File: src/design/stbs_pkg.sv
// ----------------------------------------------------------------------------
// stbs_pkg
// Shared constants, request codes and control structs for the sorted table
// search core.
// ----------------------------------------------------------------------------
package stbs_pkg;

  // Table geometry
  localparam int TABLE_DEPTH = 1024;
  localparam int ADDR_W      = $clog2(TABLE_DEPTH);
  localparam int CNT_W       = $clog2(TABLE_DEPTH + 1);

  // Field widths
  localparam int FUNC_W  = 2;
  localparam int SLOT_W  = 10;
  localparam int VALUE_W = 32;
  localparam int CFG_W   = 11;
  localparam int POS_W   = 10;

  // Stream packing
  localparam int IN_RAW_W  = SLOT_W + VALUE_W;
  localparam int IN_DATA_W = ((IN_RAW_W + 7) / 8) * 8;
  localparam int OUT_RAW_W = 1 + POS_W;
  localparam int OUT_DATA_W = ((OUT_RAW_W + 7) / 8) * 8;
  localparam int OUT_PAD_W = OUT_DATA_W - OUT_RAW_W;

  // Request codes carried in tuser
  localparam logic [FUNC_W-1:0] FUNC_WRITE = 2'd0;
  localparam logic [FUNC_W-1:0] FUNC_ANY   = 2'd1;
  localparam logic [FUNC_W-1:0] FUNC_FIRST = 2'd2;

  // Controller to datapath
  typedef struct packed {
    logic start;     // latch key and mode, open the search window
    logic first;     // first-match mode, valid with start
    logic step;      // evaluate the probe data of the current midpoint
    logic wr;        // write the request's value into the table
    logic load_out;  // move the answer into the output register
  } stbs_cmd_t;

  // Datapath to controller
  typedef struct packed {
    logic live_next; // another probe follows this cycle's update
    logic out_free;  // output register can take an answer this cycle
  } stbs_sts_t;

endpackage

File: src/design/stbs_ctrl.sv
// ----------------------------------------------------------------------------
// stbs_ctrl
// Request sequencer: takes requests when idle, steps the probe loop and
// hands the answer to the output register.
// ----------------------------------------------------------------------------
module stbs_ctrl (
  input  logic                          clk,
  input  logic                          rst,
  input  logic                          s_tvalid,
  output logic                          s_tready,
  input  logic [stbs_pkg::FUNC_W-1:0]   func,
  input  stbs_pkg::stbs_sts_t           sts,
  output stbs_pkg::stbs_cmd_t           cmd
);

  typedef enum logic [1:0] {
    IDLE,
    PROBE,
    FINISH
  } state_t;

  state_t state;
  logic   accept;

  assign s_tready = (state == IDLE);
  assign accept   = s_tvalid && s_tready;

  always_comb begin
    cmd = '0;
    case (state)
      IDLE: begin
        if (accept) begin
          cmd.wr    = (func == stbs_pkg::FUNC_WRITE);
          cmd.start = func inside {stbs_pkg::FUNC_ANY, stbs_pkg::FUNC_FIRST};
          cmd.first = (func == stbs_pkg::FUNC_FIRST);
        end
      end
      PROBE:   cmd.step     = 1'b1;
      FINISH:  cmd.load_out = sts.out_free;
      default: cmd = '0;
    endcase
  end

  always_ff @(posedge clk) begin
    if (rst) begin
      state <= IDLE;
    end else begin
      case (state)
        IDLE: begin
          if (cmd.start) begin
            state <= sts.live_next ? PROBE : FINISH;
          end
        end
        PROBE: begin
          if (!sts.live_next) begin
            state <= FINISH;
          end
        end
        FINISH: begin
          if (sts.out_free) begin
            state <= IDLE;
          end
        end
        default: state <= IDLE;
      endcase
    end
  end

endmodule

File: config.mk
export PLATFORM = sky130hd
export DESIGN_NAME = stbs_ctrl
export DESIGN_NICKNAME = d
export VERILOG_FILES = /design/src/design/stbs_pkg.sv /design/src/design/stbs_ctrl.sv
export SDC_FILE = /design/constraint.sdc
export NUM_CORES = 1
export LEC_CHECK = 0
export ABC_AREA = 1
export ABC_CLOCK_PERIOD_IN_PS = 1850
export BUFFER_PORTS_ARGS = -buffer_cell sky130_fd_sc_hd__buf_4
export CORE_AREA = 2 2 39 41
export CTS_BUF_LIST = sky130_fd_sc_hd__clkbuf_16
export CTS_CLUSTER_SIZE = 28
export DETAILED_ROUTE_END_ITERATION = 10
export DIE_AREA = 0 0 41 43
export GPL_TIMING_DRIVEN = 0
export PLACE_DENSITY = 0.4
export RECOVER_POWER = 25
export SYNTH_ARGS = -nofsm -noshare
export SYNTH_HDL_FRONTEND = slang
export SYNTH_SLANG_ARGS = --single-unit
File: constraint.sdc
create_clock -name clk -period 1.85 [get_ports clk]
set_clock_uncertainty 0.15 [all_clocks]
set_input_delay 0.185 -clock clk [delete_from_list [all_inputs] [get_ports clk]]
set_output_delay 0.185 -clock clk [all_outputs]
set_load 0.03 [all_outputs]
==> key figures, run 1 <==
Drt
  • DRC violations left: 0
  • M1 wire length: about 220 microns
  • Total Wirelength: around 480 microns
  • Top Metal Used: met3
  • WL met2: 225 microns
  • Antenna Nets Post-Route: 0
  • WL per Instance: approximately 7.6 microns
  • DR iter-0 viols: 5
  • Drt pass-1 iters: 4
  • Metal3 WL: approximately 28 microns
  • Via count: around 230
  • Via-to-Cell Ratio: 3.714

Final layout
  • Design area: between 300 and 400 sq um
  • Final core occ: approximately 28%
  • Filler cell count: roughly 160
  • Top reg by flops: state
  • Final net count: 58
  • Biggest registers after layout: state (2)
  • Antenna Cells: 0
  • Share of layout cells above drive strength 1: 36.17%
  • Finished Layout Cells: 63
  • Number of flip-flops in the largest register: 2
  • Area grow syn2layout: 103.3%

Timing
  • Rel. slew slack: 85.31%
  • Max Clk Rate: 0.6653 GHz
  • Slew Viols, Final: 0
  • RSZ-0062 raised after global routing: false
  • Setup tns final: 0 ns
  • Final setup vio count: 0
  • Slew @ Worst Pin: around 0.22 ns
  • Final WS setup: between 0.3 and 0.4 ns
  • Hold_ws: about 0.097 ns
  • Tcrit/Tclk final: a little over 80%
  • Crit path time final: 1.503 ns
  • Final hold viol count: 0

Logic synthesis
  • Synth top area share: between 20% and 30%
  • Syn Inst Count: 31
  • Yosys reg bits: 2
  • Yosys warns: 0
  • Post-Synthesis Net Count: 40
  • Seq/Total Area, Yosys: 21.19%
  • Mapped Avg Cell Area: approximately 6.1 sq um
  • Top area cells in the synthesized netlist: dfxtp_1 (21%), inv_1 (18%), ha_1 (13%)
  • Synthesized cell area: between 150 and 200 sq um
  • Synth cell types: 12
  • Synth area leader: dfxtp_1

Hold path
  • Hold crit path type: in2reg

CTS
  • TritonCTS Buffers: 3
  • Clock latency on the worst-skew pair: approximately 0.22 ns
  • Reg clk slew, reported paths: ~0.03 ns
  • Post-CTS Resized: 0
  • CTS Root Buffer Type: clkbuf_16
  • H-tree depth: 1
  • Post-CTS setup buffers: 0
  • Clock sinks: 2
  • TritonCTS clock tree: built
  • CTS Buffer Depth: 2

Pwr
  • LEAKAGE: between 0.2 and 0.25 nW
  • Pwr/cell area: about 1200 nW/um^2
  • Worst vdd ir: ~0.6 mV
  • Total Power: between 0.4 and 0.5 mW

Placed design
  • Worst slack, placed: between 0.5 and 0.6 ns
  • Placed Area: ~300 sq um
  • DP Wirelength: between 300 and 400 microns
  • Placer Congestion: about 0.6
  • Port bufs: 12
  • Inst Count DP: 59

Worst setup path
  • Crit-path max FO: 4
  • Slowest CP cell: dfxtp_1
  • Crit-path cells: nor2_1 > nand2_1 > nor2_1 > buf_4
  • CP peak stage delay: 0.33 ns
  • CP endpoint kind: primary output
  • WP buf/inv: 1
  • WP data arrival: 1.17 ns
  • WS Path Type: reg2out
  • Delay-heaviest family, CP: simple AND/OR/NAND/NOR gates
  • Worst endpoint required time: approximately 1.5 ns
  • Cell mode on critical path: nor2_1
  • Crit path launch type: flip-flop

Global routing
  • Gr usage total: slightly above 6%
  • Gr ovfl total: 0
  • Largest net degree at the start of global routing: 6
  • Vias in the first global route: between 150 and 200
  • Initial antenna violation count: 0
  • First-pass GRT wire length: 662 microns

Floorplan
  • I/O pins: 13
  • CORE AREA: roughly 1400 sq um
  • Initial core utilization: between 10% and 20%
  • Die height: 43 microns
  • # rows: 14
  • Die width: roughly 41 microns
  • Die footprint: approximately 1800 sq um

Job
  • Max-cap violations: 0

Status
  • Status: finished clean
## where the power goes
group	total, mW	switching [mW]	internal (mW)	leakage (nW)
logic	0.0967	0.0575	0.0392	0.152
clock network	0.321	0.0465	0.275	0.0370
registers	0.0530	0.00498	0.0480	0.0164
total	0.471	0.109	0.362	0.206
## kinds of logic after synthesis
kind of cell	after synthesis	synth area share, %
flip-flops	2	21.19
adder cells (fa/ha/maj)	2	13.24
buffers and inverters	10	19.86
AO/OA/AOI/OAI	4	12.58
AND/OR/NAND/NOR	13	33.11
## layer usage
metal  vias to the layer above  track usage, %
met3                         0           6.283
li1                        126               -
met5                         -               0
met1                        99           5.732
met2                         9           8.125
met4                         0           4.000
## what timing repair did
item | CTS | global route
hold buffers | 1 | 0
setup endpoints to repair | 0 | 0
hold endpoints to repair | 1 | 0
## synth_stat cells
library cell,number
inv_1,9
nor2_1,5
a21oi_1,3
nand2_1,3
dfxtp_1,2
ha_1,2
nand3_1,2
clkinv_1,1
nand3_2,1
nand3b_1,1
nor3_1,1
o21ai_2,1
## worst reg2reg max path, cell delays in order, from the launching register on
cell,delay [ns]
dfxtp_1,0.33
inv_1,0.12
nand3_1,0.11
nand2_1,0.08
clkinv_1,0.08
nand2_1,0.07
a21oi_1,0.06
## path summary, 6_finish.rpt
| check | startpoint | to | slack, ns | cells past startpoint |
|---|---|---|---|---|
| setup / recovery | state[0] | cmd[1] | 0.35 | 4 |
| hold / removal | sts[1] | state[0] | 0.1 | 3 |
| setup reg to reg | state[0] | state[0] | 0.73 | 6 |
| hold reg to reg | state[1] | state[1] | 0.41 | 2 |
## area by class of cell
class | count | area, sq um | share of cell area [%]
clock buffer | 3 | 75.07 | 19.54
inverter | 10 | 37.54 | 9.772
multi-input combinational | 19 | 111.4 | 28.99
sequential | 2 | 40.04 | 10.42
tap | 16 | 20.02 | 5.212
timing repair buffer | 13 | 100.1 | 26.06
## layout by cell type (no fill, tap or decap)
master	n
buf_4	12
inv_1	9
nor2_1	5
nand2_1	3
a21oi_1	3
clkbuf_16	3
nand3_1	2
ha_1	2
dfxtp_1	2
nor3_1	1
clkinv_1	1
o21ai_2	1
nand3_2	1
nand3b_1	1
dlygate4sd3_1	1
Note: power is estimated with default switching activity, not from simulation.
==> run 2, diff against run 1 <==
--- a/config.mk
+++ b/config.mk
@@ -6,7 +6,7 @@
 export NUM_CORES = 1
 export LEC_CHECK = 0
 export ABC_AREA = 1
-export ABC_CLOCK_PERIOD_IN_PS = 1850
+export ABC_CLOCK_PERIOD_IN_PS = 1380
 export BUFFER_PORTS_ARGS = -buffer_cell sky130_fd_sc_hd__buf_4
 export CORE_AREA = 2 2 39 41
 export CTS_BUF_LIST = sky130_fd_sc_hd__clkbuf_16
@@ -14,7 +14,7 @@
 export DETAILED_ROUTE_END_ITERATION = 10
 export DIE_AREA = 0 0 41 43
 export GPL_TIMING_DRIVEN = 0
-export PLACE_DENSITY = 0.4
+export PLACE_DENSITY = 0.41
 export RECOVER_POWER = 25
 export SYNTH_ARGS = -nofsm -noshare
 export SYNTH_HDL_FRONTEND = slang
==> constraint.sdc (replaced) <==
create_clock -name clk -period 1.38 [get_ports clk]
set_clock_uncertainty 0.15 [all_clocks]
set_input_delay 0.138 -clock clk [delete_from_list [all_inputs] [get_ports clk]]
set_output_delay 0.138 -clock clk [all_outputs]
set_load 0.03 [all_outputs]
==> run 2 against run 1 <==
  * Global-route usage up 0.80 points
  * Setup slack worse by 0.30 ns
  * Critical path depth unchanged
  * Via count up 2.6%
  * Flip-flop and latch count unchanged
  * Sequential share of layout area up 0.42 points
  * Critical path type unchanged
  * Routed wire length down 0.84%
  * Largest power group unchanged
==> key figures, run 2 (synthesis results as in run 1) <==
Hold path
  • Hold Crit Depth: 3 (unchanged)
  • Hold crit path type: in2reg (unchanged)

Drt
  • Antenna Nets Post-Route: 0 (unchanged)
  • DR iter-0 viols: 1 (was 5)
  • WL per Instance: 7.508 microns (was 7.571 microns)
  • Total Wirelength: 473 microns (was 477 microns)
  • Drt pass-1 iters: 2 (was 4)
  • Via count: 240 (was 234)
  • DRC violations left: 0 (unchanged)
  • Via-to-Cell Ratio: 3.810 (was 3.714)

Worst setup path
  • WS Path Type: reg2out (unchanged)
  • CP endpoint kind: primary output (unchanged)
  • Crit path launch type: flip-flop (unchanged)
  • Worst Reg-to-Reg Cells: 6 (unchanged)
  • Crit-path max FO: 5 (was 4)
  • Worst endpoint required time: 1.09 ns (was 1.51 ns)
  • WP data arrival: 1.04 ns (was 1.17 ns)

Final layout
  • Finished Layout Cells: 63 (unchanged)
  • Most frequent cells in the layout: buf_4 (11), inv_1 (9), nor2_2 (3), a21oi_1 (3), clkbuf_16 (3) (was buf_4 (12), inv_1 (9), nor2_1 (5))
  • Share of layout cells above drive strength 1: 51.06% (was 36.17%)
  • Antenna Cells: 0 (unchanged)
  • Final net count: 58 (unchanged)
  • Commonest non-fill, non-tap cell in the layout: buf_4 (unchanged)
  • Area grow syn2layout: 119.9% (was 103.3%)
  • Top reg by flops: state (unchanged)
  • Number of flip-flops in the largest register: 2 (unchanged)
  • Biggest registers after layout: state (2) (unchanged)

Placed design
  • Placer Congestion: 0.5657 (was 0.6093)
  • Port bufs: 12 (unchanged)
  • Worst slack, placed: 0.1812 ns (was 0.5745 ns)
  • Inst Count DP: 59 (unchanged)
  • DP Wirelength: 380 microns (was 378.1 microns)

CTS
  • TritonCTS clock tree: built (unchanged)
  • Clock latency on the worst-skew pair: 0.22 ns (about the same)
  • Reg clk slew, reported paths: 0.03 ns (about the same)
  • CTS Buffer Depth: 2 (unchanged)
  • CTS Root Buffer Type: clkbuf_16 (unchanged)
  • Post-CTS setup buffers: 0 (unchanged)
  • Clock sinks: 2 (unchanged)
  • TritonCTS Buffers: 3 (unchanged)
  • H-tree depth: 1 (unchanged)

Global routing
  • Gr ovfl total: 0 (unchanged)
  • Initial antenna violation count: 0 (unchanged)
  • Gr usage total: 7.007% (was 6.206%)
  • Vias in the first global route: 233 (was 197)
  • First-pass GRT wire length: 786 microns (was 662 microns)
  • Largest net degree at the start of global routing: 6 (unchanged)

Timing
  • Max Clk Rate: between 0.7 and 0.8 GHz
  • Rel. slew slack: 88.66% (was 85.31%)
  • Crit path time final: 1.329 ns
  • Slew @ Worst Pin: 0.1688 ns (was 0.2196 ns)
  • Slew Viols, Final: 0 (unchanged)
  • RSZ-0062 raised after global routing: false (unchanged)
  • Final WS setup: 0.05072 ns (was 0.3469 ns)
  • Tcrit/Tclk final: between 90% and 100%
  • Final setup vio count: 0 (unchanged)
  • Final hold viol count: 0 (unchanged)

Floorplan
  • Die height: 43 microns (unchanged)
  • CORE AREA: 1384 sq um (unchanged)
  • Die footprint: 1763 sq um (unchanged)
  • Die width: 41 microns (unchanged)
  • Initial core utilization: 13.65% (unchanged)
  • # rows: 14 (unchanged)
  • I/O pins: 13 (unchanged)

Pwr
  • Worst vdd ir: 0.4338 mV (was 0.5897 mV)
  • LEAKAGE: 0.2120 nW (was 0.2055 nW)
  • Pwr/cell area: 1570 nW/um^2 (was 1226 nW/um^2)

Status
  • Status: finished clean (unchanged)

Job
  • Max-cap violations: 0 (unchanged)
run 2: path summary, 6_finish.rpt:
| path | end | slack, ns | startpoint |
|---|---|---|---|
| worst max register to register | state[0] | 0.30 | state[0] |
| worst max-delay path | cmd[4] | 0.05 | state[1] |
| worst min-delay path | state[0] | 0.04 | sts[1] |
| worst min register to register | state[1] | 0.40 | state[1] |
run 2: worst max-delay path, stage by stage (launching register included):
cell	delay, ns
dfxtp_4	0.35
nor2_4	0.15
nand2_4	0.08
nor2_2	0.08
buf_4	0.16
run 2: timing repair:
action,4_1_cts,5_1_grt
pin swaps,0,1
hold buffers,1,0
endpoints found under the hold margin,1,0
gates resized for setup,1,6
endpoints found under the setup margin,3,4
run 2: layout make-up:
cell class              count  area (sq um)
inverters                  10         37.54
clock buffers               3         75.07
well taps                  16         20.02
flip-flops and latches      2         45.04
multi-input cells          19         133.9
fillers                   160         968.4
repair buffers             13         103.9
run 2: metrics by stage:
| step | util, % | TNS [ns] | power [mW] | area, sq um | hold WS, ns |
|---|---|---|---|---|---|
| floorplan | - | -0.2678 | 0.1587 | 198.9 | 0.05707 |
| global placement | 22.33 | 0 | 0.2068 | 309.0 | 0.1589 |
| detailed placement | 22.33 | 0 | 0.2060 | 309.0 | 0.1581 |
| CTS | 28.66 | -0.06322 | 0.6522 | 396.6 | 0.05183 |
| global route | 30.02 | 0 | 0.6808 | 415.4 | 0.07028 |
| finish | 30.02 | 0 | 0.6522 | 415.4 | 0.04231 |
run 2: layer usage:
layer / GRT usage, % / wire (microns) / vias up / share of wire, %
met5: 0 / 0 / - / 0
met4: 8.000 / 10 / 0 / 2.1
met3: 3.141 / 47 / 2 / 9.9
met2: 9.063 / 225 / 11 / 48
met1: 7.325 / 189 / 100 / 40
li1: - / - / 127 / -
run 2: power by group:
part           leakage (nW)  total (mW)  internal, mW  switching (mW)
sequential           0.0175      0.0749        0.0655         0.00941
combinational         0.158       0.143        0.0600          0.0830
clock                0.0370       0.434         0.369          0.0658
==> run 3, diff against run 2 <==
--- a/config.mk
+++ b/config.mk
@@ -7,14 +7,14 @@
 export LEC_CHECK = 0
 export ABC_AREA = 1
 export ABC_CLOCK_PERIOD_IN_PS = 1380
-export BUFFER_PORTS_ARGS = -buffer_cell sky130_fd_sc_hd__buf_4
 export CORE_AREA = 2 2 39 41
 export CTS_BUF_LIST = sky130_fd_sc_hd__clkbuf_16
 export CTS_CLUSTER_SIZE = 28
 export DETAILED_ROUTE_END_ITERATION = 10
 export DIE_AREA = 0 0 41 43
+export DONT_BUFFER_PORTS = 1
 export GPL_TIMING_DRIVEN = 0
-export PLACE_DENSITY = 0.41
+export PLACE_DENSITY = 0.32
 export RECOVER_POWER = 25
 export SYNTH_ARGS = -nofsm -noshare
 export SYNTH_HDL_FRONTEND = slang
==> run 3 against run 2 <==
  * The run now ends with negative setup slack left
  * Highest routed layer unchanged
  * Register-to-register slack got worse by 0.08 ns
  * Worst hold slack got worse by 0.0060 ns
  * Fmax decreased by 9.5%
  * Combinational power decreased by 6%
  * Critical path type unchanged
  * Cell area decreased by 9.0%
  * Largest power group unchanged
  * Count of clock-buffer cells in the layout unchanged
  * Core utilization decreased by 2.7 points
  * Global-route usage decreased by 0.80 points
  * Die area unchanged
  * Sequential share of layout area increased by 1.7 points
  * Flip-flop and latch count unchanged
  * Cell count decreased by 14%
==> key figures, run 3 (synthesis results as in run 1) <==
Status
  • Status: finished, violations left (was finished clean)
  • Failing checks: negative setup slack

Worst setup path
  • Slowest CP cell: dfxtp_4 (unchanged)
  • CP endpoint kind: primary output (unchanged)
  • WP data arrival: 1.18 ns (was 1.04 ns)
  • Crit-path max FO: 4 (was 5)
  • Crit-path cells: nor2_4 > nand2_4 > nor2_4 (was nor2_4 > nand2_4 > nor2_2 > buf_4)
  • WP buf/inv: 0 (was 1)
  • CP peak stage delay: 0.35 ns (about the same)
  • WS Path Type: reg2out (unchanged)
  • Crit path launch type: flip-flop (unchanged)
  • Worst endpoint required time: 1.09 ns (about the same)
  • Cell mode on critical path: nor2_4
  • Delay-heaviest family, CP: simple AND/OR/NAND/NOR gates (was flip-flops)
  • Worst r2r src: state[0] (unchanged)
  • Crit path from: state[0] (was state[1])

Global routing
  • Largest net degree at the start of global routing: 5 (was 6)
  • Gr ovfl total: 0 (unchanged)
  • Initial antenna violation count: 0 (unchanged)
  • Vias in the first global route: 184 (was 233)
  • First-pass GRT wire length: 669 microns (was 786 microns)
  • Gr usage total: 6.206% (was 7.007%)

Floorplan
  • # rows: 14 (unchanged)
  • Initial core utilization: 13.65% (unchanged)
  • CORE AREA: 1384 sq um (unchanged)
  • Die footprint: 1763 sq um (unchanged)
  • I/O pins: 13 (unchanged)
  • Die width: 41 microns (unchanged)
  • Die height: 43 microns (unchanged)

Drt
  • Antenna Nets Post-Route: 0 (unchanged)
  • Via count: 217 (was 240)
  • Via-to-Cell Ratio: 4.019 (was 3.810)
  • DR iter-0 viols: 2 (was 1)
  • Drt pass-1 iters: 4 (was 2)
  • Total Wirelength: 501 microns (was 473 microns)
  • DRC violations left: 0 (unchanged)
  • WL per Instance: 9.278 microns (was 7.508 microns)

Hold path
  • Hold_sp: s_tvalid (was sts[1])
  • Hold crit path type: in2reg (unchanged)

Final layout
  • Share of layout cells above drive strength 1: 42.11% (was 51.06%)
  • Number of flip-flops in the largest register: 2 (unchanged)
  • Area grow syn2layout: 100.0% (was 119.9%)
  • Top reg by flops: state (unchanged)
  • Final net count: 49 (was 58)
  • Most frequent cells in the layout: inv_1 (9), nor2_4 (4), a21oi_1 (3), clkbuf_16 (3) (was buf_4 (11), inv_1 (9), nor2_2 (3), a21oi_1 (3), clkbuf_16 (3))
  • Biggest registers after layout: state (2) (unchanged)
  • Antenna Cells: 0 (unchanged)
  • Commonest non-fill, non-tap cell in the layout: inv_1 (was buf_4)

Timing
  • Final hold viol count: 0 (unchanged)
  • Slew @ Worst Pin: 0.3503 ns (was 0.1688 ns)
  • Max Clk Rate: 0.6809 GHz (was 0.7523 GHz)
  • Crit path time final: 1.469 ns (was 1.329 ns)
  • Final WS setup: -0.08862 ns (was 0.05072 ns)
  • Hold_ws: 0.03629 ns (was 0.04231 ns)
  • Tcrit/Tclk final: 106.4% (was 96.32%)
  • RSZ-0062 raised after global routing: true (was false)
  • Rel. slew slack: 76.57% (was 88.66%)
  • Setup tns final: -0.2564 ns (was 0 ns)
  • Final setup vio count: 3 (was 0)
  • Slew Viols, Final: 0 (unchanged)

Pwr
  • Worst vdd ir: 0.5261 mV (was 0.4338 mV)
  • Pwr/cell area: 1727 nW/um^2 (was 1570 nW/um^2)
  • LEAKAGE: 0.1695 nW (was 0.2120 nW)

CTS
  • Clock sinks: 2 (unchanged)
  • H-tree depth: 1 (unchanged)
  • TritonCTS clock tree: built (unchanged)
  • Clock latency on the worst-skew pair: 0.22 ns (about the same)
  • TritonCTS Buffers: 3 (unchanged)
  • CTS Buffer Depth: 2 (unchanged)
  • CTS Root Buffer Type: clkbuf_16 (unchanged)
  • Reg clk slew, reported paths: 0.03 ns (about the same)

Placed design
  • Placer Congestion: 0.5068 (was 0.5657)
  • DP Wirelength: 360.5 microns (was 380 microns)
  • Port bufs: 0 (was 12)

Job
  • Max-cap violations: 0 (unchanged)
-- run 3: cell count changes in the layout (fill, tap and decap cells not counted), sizes merged --
cell | previous run | this run
buf | 12 | 2
dlygate4sd3 | 1 | 2
-- run 3: path summary, 6_finish.rpt --
kind | endpoint | slack [ns] | cells past startpoint
max | cmd[3] | -0.09 | 3
min | state[0] | 0.04 | 4
max reg2reg | state[0] | 0.22 | 4
min reg2reg | state[0] | 0.44 | 2
-- run 3: worst register-to-register path, stage by stage, from the launching register on --
cell	delay, ns
dfxtp_4	0.35
nor2_4	0.28
o21ai_2	0.12
nand2_1	0.09
a21oi_1	0.06
-- run 3: through the flow --
stage / setup WS [ns] / total power, mW / cells / util [%] / cell area, sq um
6_report: -0.08862 / 0.6525 / 54 / 27.31 / 377.9
3_3_place_gp: -0.1635 / 0.1717 / 47 / 15.82 / 219.0
3_5_place_dp: -0.1807 / 0.1712 / 47 / 15.82 / 219.0
2_1_floorplan: -0.07273 / 0.1587 / 31 / - / 198.9
5_1_grt: -0.1224 / 0.6724 / 54 / 27.31 / 377.9
4_1_cts: -0.1158 / 0.6594 / 53 / 26.58 / 367.9
-- run 3: final cells by class --
type	instances	area (sq um)
sequential	2	47.55
tap	16	20.02
timing repair buffer	4	35.03
inverter	10	37.54
multi-input combinational	19	162.7
fill	153	1006
clock buffer	3	75.07
-- run 3: metal layers --
layer  GRT usage, %  routed length, microns  up-vias
met3          3.665                      52        2
met2          10.31                     253       13
li1               -                       -      107
met5              0                       0        -
met4          6.000                      16        0
met1          4.140                     179       95
-- run 3: what timing repair did --
item / 4_1_cts / 5_1_grt
hold buffers: 2 / 0
resized for setup: 12 / 1
setup endpoints to repair: 5 / 3
pin swaps: 3 / 2
cloned: 0 / 0
setup buffers: 1 / 1
hold endpoints to repair: 2 / 0
-- run 3: power by group --
part	leakage (nW)	switching [mW]	internal (mW)	total [mW]
clock	0.0370	0.0761	0.370	0.446
combinational	0.115	0.0916	0.0426	0.134
sequential	0.0178	0.00778	0.0648	0.0726
